$ cat src/rtl/assert_macros.svh
// assertion macros included by the scan driver top level
`ifndef ASSERT_MACROS_SVH
`define ASSERT_MACROS_SVH

`ifndef SYNTHESIS
// checked on clk, off while rst_n is low
`define SSD_ASSERT(label, prop) \
  label: assert property (@(posedge clk) disable iff (!rst_n) prop) \
    else $error("ssd assertion failed");
// checked on clk, also while rst_n is low
`define SSD_ASSERT_NORST(label, prop) \
  label: assert property (@(posedge clk) prop) \
    else $error("ssd assertion failed during reset");
`else
`define SSD_ASSERT(label, prop)
`define SSD_ASSERT_NORST(label, prop)
`endif

`endif

$ cat src/rtl/ssd_pkg.sv
// types, constants and helpers of the seven-segment scan driver
`timescale 1ns / 1ps

package ssd_pkg;

  localparam int FuncW    = 2;
  localparam int ValueW   = 14;
  localparam int DotW     = 4;
  localparam int ReadingW = 24;
  localparam int SegW     = 8;
  localparam int EnW      = 4;
  localparam int NumW     = 14;
  localparam int QuotW    = 15;
  localparam int HalfW    = NumW / 2;
  localparam int BcdW     = 16;
  localparam int BcdDigs  = BcdW / 4;
  localparam int RecipW   = 25;
  localparam int ProdW    = ReadingW + RecipW;
  localparam int DotBit   = 7;

  localparam int CfgAddrW = 3;
  localparam int CfgDataW = 32;
  localparam logic CfgIdxActiveLow = 1'b0;

  typedef enum logic [FuncW-1:0] {
    FUNC_TICK    = 2'd0,
    FUNC_VALUE   = 2'd1,
    FUNC_READING = 2'd2,
    FUNC_DOTS    = 2'd3
  } func_t;

  typedef enum logic [1:0] {
    SCALE_NONE,
    SCALE_DIV10,
    SCALE_DIV100,
    SCALE_DIV1000
  } scale_t;

  // floor(x / d) == (x * Recip) >> Shift over the range each one is used in
  localparam logic [RecipW-1:0] RecipOne  = 25'd1;
  localparam logic [RecipW-1:0] Recip10   = 25'd104858;
  localparam logic [RecipW-1:0] Recip100  = 25'd1342178;
  localparam logic [RecipW-1:0] Recip1000 = 25'd17179870;
  localparam int Shift10   = 20;
  localparam int Shift100  = 27;
  localparam int Shift1000 = 34;

  localparam logic [ReadingW-1:0] RangeTen     = 24'd10000;
  localparam logic [ReadingW-1:0] RangeHundred = 24'd100000;
  localparam logic [ReadingW-1:0] RangeThous   = 24'd1000000;

  localparam logic [DotW-1:0] DotsAfter0 = 4'b0001;
  localparam logic [DotW-1:0] DotsAfter1 = 4'b0010;
  localparam logic [DotW-1:0] DotsAfter2 = 4'b0100;
  localparam logic [DotW-1:0] DotsNone   = 4'b0000;

  typedef struct packed {
    func_t           func;
    logic [DotW-1:0] dots;
  } item_ctl_t;

  // segments a..g in bits 0..6, codes above nine stay dark
  function automatic logic [SegW-2:0] seg_pattern(input logic [3:0] digit);
    logic [SegW-2:0] pat;
    unique case (digit)
      4'd0:    pat = 7'h3F;
      4'd1:    pat = 7'h06;
      4'd2:    pat = 7'h5B;
      4'd3:    pat = 7'h4F;
      4'd4:    pat = 7'h66;
      4'd5:    pat = 7'h6D;
      4'd6:    pat = 7'h7D;
      4'd7:    pat = 7'h27;
      4'd8:    pat = 7'h7F;
      4'd9:    pat = 7'h6F;
      default: pat = 7'h00;
    endcase
    return pat;
  endfunction

endpackage

$ cat src/rtl/ssd_if.sv
// valid/ready channel interfaces for command items and scan results
`timescale 1ns / 1ps

interface ssd_in_if import ssd_pkg::*; ();
  logic                valid;
  logic                ready;
  func_t               func;
  logic [ValueW-1:0]   value;
  logic [DotW-1:0]     dot_mask;
  logic [ReadingW-1:0] reading_milli;

  modport source (output valid, func, value, dot_mask, reading_milli, input ready);
  modport sink   (input valid, func, value, dot_mask, reading_milli, output ready);
endinterface

interface ssd_out_if import ssd_pkg::*; ();
  logic            valid;
  logic            ready;
  logic [SegW-1:0] segment_lines;
  logic [EnW-1:0]  digit_enable;

  modport source (output valid, segment_lines, digit_enable, input ready);
  modport sink   (input valid, segment_lines, digit_enable, output ready);
endinterface

$ cat src/rtl/seven_segment_scan_driver_unit.sv
// top level of the multiplexed seven-segment scan driver
//
//  channel   dir  handshake          carries
//  in_chan   in   valid/ready        func, value, dot_mask, reading_milli
//  out_chan  out  valid/ready        segment_lines, digit_enable (one per tick)
//  cfg_*     in   apb, pready high   segments_active_low at byte address 0
//
//  one transaction per cycle while out_chan is not stalled; a tick's result passes
//  five registers after acceptance: input, 24x25 reciprocal multiply, scale and
//  clamp, first half of the bcd split, then store update or output register
//  commands update the digit and dot stores as they leave the last stage
//  rst_n is synchronous; it empties the pipe and clears stores and scan position
//  a stalled output holds a tick in the last stage and everything behind it;
//  a command in the last stage still retires and bubbles ahead of a stall close up
`timescale 1ns / 1ps
`include "assert_macros.svh"

module seven_segment_scan_driver_unit import ssd_pkg::*; #(
  parameter int DIGITS = 4
) (
  input  logic                clk,
  input  logic                rst_n,
  ssd_in_if.sink              in_chan,
  ssd_out_if.source           out_chan,
  input  logic                cfg_psel,
  input  logic                cfg_penable,
  input  logic                cfg_pwrite,
  input  logic [CfgAddrW-1:0] cfg_paddr,
  input  logic [CfgDataW-1:0] cfg_pwdata,
  output logic [CfgDataW-1:0] cfg_prdata,
  output logic                cfg_pready
);

  localparam int PosW = (DIGITS > 1) ? $clog2(DIGITS) : 1;
  localparam logic [PosW-1:0] PosLast = PosW'(DIGITS - 1);
  localparam logic [NumW-1:0] NumLimit = NumW'((DIGITS == 1) ? 9 :
                                               (DIGITS == 2) ? 99 :
                                               (DIGITS == 3) ? 999 : 9999);

  function automatic logic [BcdW-1:0] bcd_half(input logic [BcdW-1:0] bcd_in,
                                               input logic [HalfW-1:0] bits);
    logic [BcdW-1:0] acc;
    acc = bcd_in;
    for (int i = HalfW - 1; i >= 0; i--) begin
      for (int n = 0; n < BcdDigs; n++) begin
        if (acc[4*n +: 4] >= 4'd5) begin
          acc[4*n +: 4] = acc[4*n +: 4] + 4'd3;
        end
      end
      acc = {acc[BcdW-2:0], bits[i]};
    end
    return acc;
  endfunction

  // configuration
  logic active_low_r;
  logic cfg_wr;

  assign cfg_pready = 1'b1;
  assign cfg_wr = cfg_psel && cfg_penable && cfg_pwrite && cfg_pready &&
                  (cfg_paddr[2] == CfgIdxActiveLow);
  assign cfg_prdata = (cfg_paddr[2] == CfgIdxActiveLow) ?
                      {{(CfgDataW-1){1'b0}}, active_low_r} : '0;

  always_ff @(posedge clk) begin
    if (!rst_n) begin
      active_low_r <= 1'b1;
    end else if (cfg_wr) begin
      active_low_r <= cfg_pwdata[0];
    end
  end

  // pipeline registers
  logic                s1_valid_r, s2_valid_r, s3_valid_r, s4_valid_r, out_valid_r;
  logic                s1_valid_nxt, s2_valid_nxt, s3_valid_nxt, s4_valid_nxt;
  logic                out_valid_nxt;
  func_t               s1_func_r;
  logic [ValueW-1:0]   s1_value_r;
  logic [DotW-1:0]     s1_mask_r;
  logic [ReadingW-1:0] s1_reading_r;
  item_ctl_t           s2_ctl_r, s3_ctl_r, s4_ctl_r;
  item_ctl_t           s2_ctl_nxt;
  scale_t              s2_scale_r, s2_scale_nxt;
  logic [ProdW-1:0]    s2_prod_r, s2_prod_nxt;
  logic [NumW-1:0]     s3_num_r, s3_num_nxt;
  logic [BcdW-1:0]     s4_bcd_r, s4_bcd_nxt;
  logic [HalfW-1:0]    s4_low_r;
  logic [SegW-1:0]     out_seg_r, out_seg_nxt;
  logic [EnW-1:0]      out_en_r, out_en_nxt;

  // state
  logic [3:0]          digit_store_r [DIGITS];
  logic [3:0]          new_digit [DIGITS];
  logic [DotW-1:0]     dot_store_r;
  logic [PosW-1:0]     scan_pos_r, scan_pos_nxt;

  // flow control: each stage moves when the next one is free
  logic in_acc, out_free;
  logic s1_go, s2_go, s3_go, s4_go;
  logic s1_free, s2_free, s3_free, s4_free;
  logic s4_tick;

  assign out_free = !out_valid_r || out_chan.ready;
  assign s4_tick  = (s4_ctl_r.func == FUNC_TICK);
  assign s4_go    = s4_valid_r && (!s4_tick || out_free);
  assign s4_free  = !s4_valid_r || s4_go;
  assign s3_go    = s3_valid_r && s4_free;
  assign s3_free  = !s3_valid_r || s3_go;
  assign s2_go    = s2_valid_r && s3_free;
  assign s2_free  = !s2_valid_r || s2_go;
  assign s1_go    = s1_valid_r && s2_free;
  assign s1_free  = !s1_valid_r || s1_go;

  assign in_chan.ready = s1_free;
  assign in_acc = in_chan.valid && in_chan.ready;

  assign s1_valid_nxt  = in_acc ? 1'b1 : (s1_go ? 1'b0 : s1_valid_r);
  assign s2_valid_nxt  = s1_go ? 1'b1 : (s2_go ? 1'b0 : s2_valid_r);
  assign s3_valid_nxt  = s2_go ? 1'b1 : (s3_go ? 1'b0 : s3_valid_r);
  assign s4_valid_nxt  = s3_go ? 1'b1 : (s4_go ? 1'b0 : s4_valid_r);
  assign out_valid_nxt = (s4_go && s4_tick) ? 1'b1 :
                         (out_chan.ready ? 1'b0 : out_valid_r);

  always_ff @(posedge clk) begin
    if (!rst_n) begin
      s1_valid_r  <= 1'b0;
      s2_valid_r  <= 1'b0;
      s3_valid_r  <= 1'b0;
      s4_valid_r  <= 1'b0;
      out_valid_r <= 1'b0;
    end else begin
      s1_valid_r  <= s1_valid_nxt;
      s2_valid_r  <= s2_valid_nxt;
      s3_valid_r  <= s3_valid_nxt;
      s4_valid_r  <= s4_valid_nxt;
      out_valid_r <= out_valid_nxt;
    end
  end

  // stage 1 -> 2: pick range and reciprocal, one multiply
  logic [ReadingW-1:0] mul_op;
  logic [RecipW-1:0]   mul_recip;

  always_comb begin
    s2_ctl_nxt.func = s1_func_r;
    s2_ctl_nxt.dots = s1_mask_r;
    s2_scale_nxt    = SCALE_NONE;
    mul_op          = {{(ReadingW-ValueW){1'b0}}, s1_value_r};
    if (s1_func_r == FUNC_READING) begin
      mul_op = s1_reading_r;
      priority if (s1_reading_r < RangeTen) begin
        s2_scale_nxt    = SCALE_NONE;
        s2_ctl_nxt.dots = DotsAfter0;
      end else if (s1_reading_r < RangeHundred) begin
        s2_scale_nxt    = SCALE_DIV10;
        s2_ctl_nxt.dots = DotsAfter1;
      end else if (s1_reading_r < RangeThous) begin
        s2_scale_nxt    = SCALE_DIV100;
        s2_ctl_nxt.dots = DotsAfter2;
      end else begin
        s2_scale_nxt    = SCALE_DIV1000;
        s2_ctl_nxt.dots = DotsNone;
      end
    end
    unique case (s2_scale_nxt)
      SCALE_NONE:    mul_recip = RecipOne;
      SCALE_DIV10:   mul_recip = Recip10;
      SCALE_DIV100:  mul_recip = Recip100;
      SCALE_DIV1000: mul_recip = Recip1000;
      default:       mul_recip = RecipOne;
    endcase
    s2_prod_nxt = mul_op * mul_recip;
  end

  // stage 2 -> 3: drop the fraction and saturate
  logic [QuotW-1:0] quot;

  always_comb begin
    unique case (s2_scale_r)
      SCALE_NONE:    quot = s2_prod_r[QuotW-1:0];
      SCALE_DIV10:   quot = s2_prod_r[Shift10 +: QuotW];
      SCALE_DIV100:  quot = s2_prod_r[Shift100 +: QuotW];
      SCALE_DIV1000: quot = s2_prod_r[Shift1000 +: QuotW];
      default:       quot = s2_prod_r[QuotW-1:0];
    endcase
    s3_num_nxt = (quot > {1'b0, NumLimit}) ? NumLimit : quot[NumW-1:0];
  end

  // stage 3 -> 4 and 4 -> store: binary to bcd in two halves
  logic [BcdW-1:0] bcd_fin;

  assign s4_bcd_nxt = bcd_half('0, s3_num_r[NumW-1:HalfW]);
  assign bcd_fin    = bcd_half(s4_bcd_r, s4_low_r);

  // digit 0 is the most significant place
  always_comb begin
    for (int i = 0; i < DIGITS; i++) begin
      new_digit[i] = '0;
      for (int n = 0; n < BcdDigs; n++) begin
        if (n == DIGITS - 1 - i) begin
          new_digit[i] = bcd_fin[4*n +: 4];
        end
      end
    end
  end

  // scan output for the current position
  logic [SegW-1:0] lit;
  logic            dot_lit;

  always_comb begin
    dot_lit    = 1'b0;
    out_en_nxt = '0;
    for (int n = 0; n < EnW; n++) begin
      if (int'(scan_pos_r) == n) begin
        dot_lit       = dot_store_r[n];
        out_en_nxt[n] = 1'b1;
      end
    end
    lit          = {dot_lit, seg_pattern(digit_store_r[scan_pos_r])};
    out_seg_nxt  = active_low_r ? ~lit : lit;
    scan_pos_nxt = (scan_pos_r == PosLast) ? '0 : scan_pos_r + 1'b1;
  end

  // payload registers
  always_ff @(posedge clk) begin
    if (in_acc) begin
      s1_func_r    <= in_chan.func;
      s1_value_r   <= in_chan.value;
      s1_mask_r    <= in_chan.dot_mask;
      s1_reading_r <= in_chan.reading_milli;
    end
    if (s1_go) begin
      s2_ctl_r   <= s2_ctl_nxt;
      s2_scale_r <= s2_scale_nxt;
      s2_prod_r  <= s2_prod_nxt;
    end
    if (s2_go) begin
      s3_ctl_r <= s2_ctl_r;
      s3_num_r <= s3_num_nxt;
    end
    if (s3_go) begin
      s4_ctl_r <= s3_ctl_r;
      s4_bcd_r <= s4_bcd_nxt;
      s4_low_r <= s3_num_r[HalfW-1:0];
    end
    if (s4_go && s4_tick) begin
      out_seg_r <= out_seg_nxt;
      out_en_r  <= out_en_nxt;
    end
  end

  // display state
  always_ff @(posedge clk) begin
    if (!rst_n) begin
      for (int i = 0; i < DIGITS; i++) begin
        digit_store_r[i] <= '0;
      end
      dot_store_r <= '0;
      scan_pos_r  <= '0;
    end else if (s4_go) begin
      unique case (s4_ctl_r.func)
        FUNC_TICK: begin
          scan_pos_r <= scan_pos_nxt;
        end
        FUNC_VALUE, FUNC_READING: begin
          for (int i = 0; i < DIGITS; i++) begin
            digit_store_r[i] <= new_digit[i];
          end
          dot_store_r <= s4_ctl_r.dots;
        end
        FUNC_DOTS: begin
          dot_store_r <= s4_ctl_r.dots;
        end
        default: begin
          dot_store_r <= dot_store_r;
        end
      endcase
    end
  end

  assign out_chan.valid         = out_valid_r;
  assign out_chan.segment_lines = out_seg_r;
  assign out_chan.digit_enable  = out_en_r;

  `SSD_ASSERT(a_pos_range, scan_pos_r <= PosLast)
  `SSD_ASSERT(a_tick_reaches_out, s4_go && s4_tick |=> out_valid_r)
  `SSD_ASSERT(a_enable_onehot, out_valid_r |-> $onehot0(out_en_r))
  `SSD_ASSERT_NORST(a_reset_empties, !rst_n |=> !out_valid_r && !s1_valid_r && !s4_valid_r)

endmodule
$ cat src/flat_wrapper.sv
// flat-port wrapper written by rule: the top's interface ports become plain ports
module seven_segment_scan_driver_unit_flat import ssd_pkg::*;
#(
  parameter int DIGITS = 4
)
  (clk, rst_n, cfg_psel, cfg_penable, cfg_pwrite, cfg_paddr, cfg_pwdata, cfg_prdata, cfg_pready, in_chan_valid, in_chan_func, in_chan_value, in_chan_dot_mask, in_chan_reading_milli, in_chan_ready, out_chan_valid, out_chan_segment_lines, out_chan_digit_enable, out_chan_ready);
  ssd_in_if in_chan_i ();
  ssd_out_if out_chan_i ();
  input  logic clk;
  input  logic rst_n;
  input  logic cfg_psel;
  input  logic cfg_penable;
  input  logic cfg_pwrite;
  input  logic [CfgAddrW-1:0] cfg_paddr;
  input  logic [CfgDataW-1:0] cfg_pwdata;
  output logic [CfgDataW-1:0] cfg_prdata;
  output logic cfg_pready;
  input wire logic [$bits(in_chan_i.valid)-1:0] in_chan_valid;
  input wire logic [$bits(in_chan_i.func)-1:0] in_chan_func;
  input wire logic [$bits(in_chan_i.value)-1:0] in_chan_value;
  input wire logic [$bits(in_chan_i.dot_mask)-1:0] in_chan_dot_mask;
  input wire logic [$bits(in_chan_i.reading_milli)-1:0] in_chan_reading_milli;
  output wire logic [$bits(in_chan_i.ready)-1:0] in_chan_ready;
  output wire logic [$bits(out_chan_i.valid)-1:0] out_chan_valid;
  output wire logic [$bits(out_chan_i.segment_lines)-1:0] out_chan_segment_lines;
  output wire logic [$bits(out_chan_i.digit_enable)-1:0] out_chan_digit_enable;
  input wire logic [$bits(out_chan_i.ready)-1:0] out_chan_ready;
  assign in_chan_i.valid = in_chan_valid;
  assign in_chan_i.func = in_chan_func;
  assign in_chan_i.value = in_chan_value;
  assign in_chan_i.dot_mask = in_chan_dot_mask;
  assign in_chan_i.reading_milli = in_chan_reading_milli;
  assign in_chan_ready = in_chan_i.ready;
  assign out_chan_valid = out_chan_i.valid;
  assign out_chan_segment_lines = out_chan_i.segment_lines;
  assign out_chan_digit_enable = out_chan_i.digit_enable;
  assign out_chan_i.ready = out_chan_ready;
  seven_segment_scan_driver_unit #(.DIGITS(DIGITS)) u_core (.clk(clk), .rst_n(rst_n), .in_chan(in_chan_i), .out_chan(out_chan_i), .cfg_psel(cfg_psel), .cfg_penable(cfg_penable), .cfg_pwrite(cfg_pwrite), .cfg_paddr(cfg_paddr), .cfg_pwdata(cfg_pwdata), .cfg_prdata(cfg_prdata), .cfg_pready(cfg_pready));
endmodule
$ cat config.mk
export PLATFORM = sky130hd
export DESIGN_NAME = seven_segment_scan_driver_unit_flat
export DESIGN_NICKNAME = d
export VERILOG_FILES = /design/src/rtl/ssd_pkg.sv /design/src/rtl/ssd_if.sv /design/src/rtl/seven_segment_scan_driver_unit.sv /design/src/flat_wrapper.sv
export VERILOG_INCLUDE_DIRS = /design/src /design/src/rtl
export SDC_FILE = /design/constraint.sdc
export NUM_CORES = 1
export LEC_CHECK = 0
export ABC_AREA = 0
export BUFFER_PORTS_ARGS = -buffer_cell sky130_fd_sc_hd__buf_2
export CAP_MARGIN = 20
export CORE_MARGIN = 5
export CORE_UTILIZATION = 35
export DETAILED_ROUTE_END_ITERATION = 7
export PLACE_DENSITY_LB_ADDON = 0.08
export SETUP_SLACK_MARGIN = 0.4
export SLEW_MARGIN = 20
export SYNTH_ARGS = -nofsm -noshare
export SYNTH_HDL_FRONTEND = slang
export SYNTH_SLANG_ARGS = --single-unit
$ cat constraint.sdc
create_clock -name clk -period 12.65 [get_ports clk]
set_input_delay 0.6325 -clock clk [delete_from_list [all_inputs] [get_ports clk]]
set_output_delay 0.6325 -clock clk [all_outputs]
set_load 0.01 [all_outputs]
==> impl_metrics.tcl <==
set metrics [dict create \
    end_kind "flop" \
    max_slew_margin_pct 31.7 \
    fin_area_um2 27600 \
    drt_wl_total_um 67200 \
    cp_common_cell "fa_1" \
    timing.rr.start "u_core.s1_reading_r[22]" \
    r2r-end "u_core.s2_prod_r[46]" \
    power_mw 5.53 \
    synth.most_common_cell "inv_1" \
    grt_max_degree 53 \
    grt_pass1_wl_um 104000 \
    grt_usage_pct 17.5 \
    synth-xor-area-share_pct 2.36 \
    min_period_over_period_pct 88.5 \
    io_pins 133 \
    hp-class "in -> reg" \
    setup_viol 0 \
    yosys_warnings 0 \
    yosys.area_share.simple_pct 9.73 \
    grt_overflow 0 \
    yosys.area.top_type_share_pct 31.3 \
    maxCapViolCount 0 \
    synth-seq-area-share_pct 20.6 \
    reg2reg_depth 37 \
    first_global_vias 18000 \
    drc 0 \
    fin_ws_ns 1.45 \
    core_um2 72700 \
    wire_per_inst_um 18.9 \
    synthAdderAreaFrac_pct 44.3 \
    final_hold_viol_count 0 \
    hpwlAfterDp_um 58900 \
    status "complete, no violations" \
    drtIter0Drc 943 \
    ys_types 84 \
    synth.area.top_cells "fa_1 31%, edfxtp_1 19%, ha_1 13%, inv_1 9.6%, nand2_1 2.5%" \
    period_needed_ns 11.20 \
    clock_latency_ns 0.48 \
    syn_to_final_growth_pct 7.94 \
    fp-row-count 99 \
    place_ws_ns 1.48 \
    syn_area_um2 25600 \
    max_freq_mhz 89.3 \
    hold_start "in_chan_func[0]" \
    drtAntennaViolNets 0 \
    die_w_um 280 \
    critPathMaxFanout 16 \
    via_count 16600 \
    clkSlewWorstSetupHoldPaths_ns 0.08 \
    tritoncts.num_buffers 17 \
    firstDrtPassIters 5 \
    synth_common_cells "652 x inv_1, 400 x fa_1, 265 x ha_1" \
    die_area_um2 78600 \
    avgViaCountPerCell 4.67 \
    synth_top_family_by_area "adder cells" \
    synth_edf_count 166 \
    cts_root_buf "clkbuf_16" \
    crit_arrival_ns 11.43 \
    synthMuxAreaShare_pct 4.37 \
    critical_path.startpoint_type "flop" \
    clockBufferDepth 2 \
    synth_ff_type "edfxtp_1" \
    worst_slew_pin_slew_ns 1.02 \
    crit_required_ns 12.88 \
    hold_depth 1 \
    cts_setup_buffers 0 \
    r2r_slack_ns 1.45 \
    path_class "reg -> reg" \
    die_y_um 280 \
    ctsHoldBuffers 0 \
    tritoncts "built" \
    p_leak_nw 13.9 \
    async_flop_share_pct 0 \
    powerDensity_nw_per_um2 200 \
    gp_congestion 0.933 \
    syn-mean-instance-area_um2 10.1 \
    antenna_found_initial 3 \
    final.setup.tns_ns 0 \
    cts_resized 0 \
    peakVddDrop_v 0.000223 \
    ys_ff_latch 180 \
    cts_sinks 180 \
    grt_setup_unrepaired "false" \
    fin_nets 3326 \
    drive_above_1_share_pct 7.57 \
    slowest_stage "fa_1" \
    maxSlewViolCount 0 \
    nFillCells 7235 \
    port_buffers 67 \
    start_util_pct 35.2 \
    synth-compound-area-share_pct 7.25 \
    synth_top_cell_by_area "fa_1" \
    min_to "u_core.s1_func_r[0]" \
    slowest_delay_ns 0.59 \
    syn_inst 2521 \
    fin_worst_skew_ns 0.0247 \
    htreeDepth 4 \
    place_area_um2 27000 \
]
power by group:
| group | switching, mW | internal [mW] |
|---|---|---|
| registers | 0.0524 | 0.839 |
| logic | 2.40 | 1.67 |
| clock network | 0.263 | 0.311 |
worst max path at each step:
stage | from | end | slack (ns) | depth (start not counted)
global placement | u_core.s1_reading_r[22] | u_core.s2_prod_r[46] | 1.46 | 37
finish | u_core.s1_reading_r[22] | u_core.s2_prod_r[46] | 1.45 | 37
global route | u_core.s1_reading_r[22] | u_core.s2_prod_r[48] | 0.83 | 37
CTS | u_core.s1_reading_r[22] | u_core.s2_prod_r[46] | 1.43 | 37
detailed placement | u_core.s1_reading_r[22] | u_core.s2_prod_r[46] | 1.48 | 37
floorplan | u_core.s1_reading_r[23] | u_core.s2_prod_r[46] | 3.24 | 36
sequential cells by signal, indices dropped and copies added, names as in the netlist, 7 cells and up, named ones only:
name,flops
u_core.s2_prod_r,44
u_core.s1_reading_r,24
u_core.digit_store_r,16
u_core.s1_value_r,14
u_core.s3_num_r,14
u_core.s4_bcd_r,9
u_core.out_chan.segment_lines,8
u_core.s4_low_r,7
metal layers:
metal	GRT usage (%)	wire length, um
met3	3.42	3270
met1	22.5	29000
met4	4.72	1670
met5	0	0
met2	30.3	33300
kinds of logic (layout without fill, tap and decap cells):
logic type	after synthesis	count (layout)
flops	180	180
simple gates	513	513
mux	79	79
compound gates	273	273
fa+ha+maj	665	665
buf+inv	740	769
xor+xnor	69	69
other cells	2	42
worst max-delay path, delay by kind of cell (launching register included):
kind | cells | cell delay [ns]
buf+inv | 8 | 1.42
fa+ha+maj | 9 | 4.31
xor+xnor | 1 | 0.08
compound gates | 11 | 2.58
flops | 1 | 0.48
simple gates | 8 | 2.04
per-stage QoR:
step / hold WS (ns) / cells / utilization [%]
after floorplan: 0.400 / 2559 / -
after global placement: 0.400 / 3515 / 37.1
after detailed placement: 0.405 / 3515 / 37.1
after CTS: 0.287 / 3547 / 38.0
after global routing: 0.285 / 3547 / 38.0
final: 0.325 / 3549 / 38.0
cell type report:
class	instances	area (um^2)	area share, %
Antenna cell	2	5.00	0.0181
Clock buffer	18	439	1.59
Clock inverter	14	208	0.752
Inverter	653	2450	8.88
Multi-Input combinational cell	1639	17600	63.7
Sequential cell	180	5270	19.1
Tap cell	959	1200	4.35
Timing Repair Buffer	84	463	1.68
cell usage in the layout, fill, tap and decap left out, types with 8 or more instances in the layout:
cell and n:
inv_1 652, fa_1 400, ha_1 264, nand2_1 168, edfxtp_1 166, nor2_1 115
a21oi_1 77, buf_2 67, xnor2_1 50, and2_1 48, o21ai_0 42, conb_1 40
and3_1 38, nand2b_1 36, a21o_1 36, mux2i_1 33, nor2b_1 29, nand3_1 21
xor2_1 19, mux4_2 19, clkbuf_16 17, buf_4 17, a31oi_1 16, o21a_1 15
dfxtp_1 14, nor3_1 13, mux2_2 12, a211o_1 9, o21bai_1 8, a211oi_1 8
(Power assumes the default switching activity.)
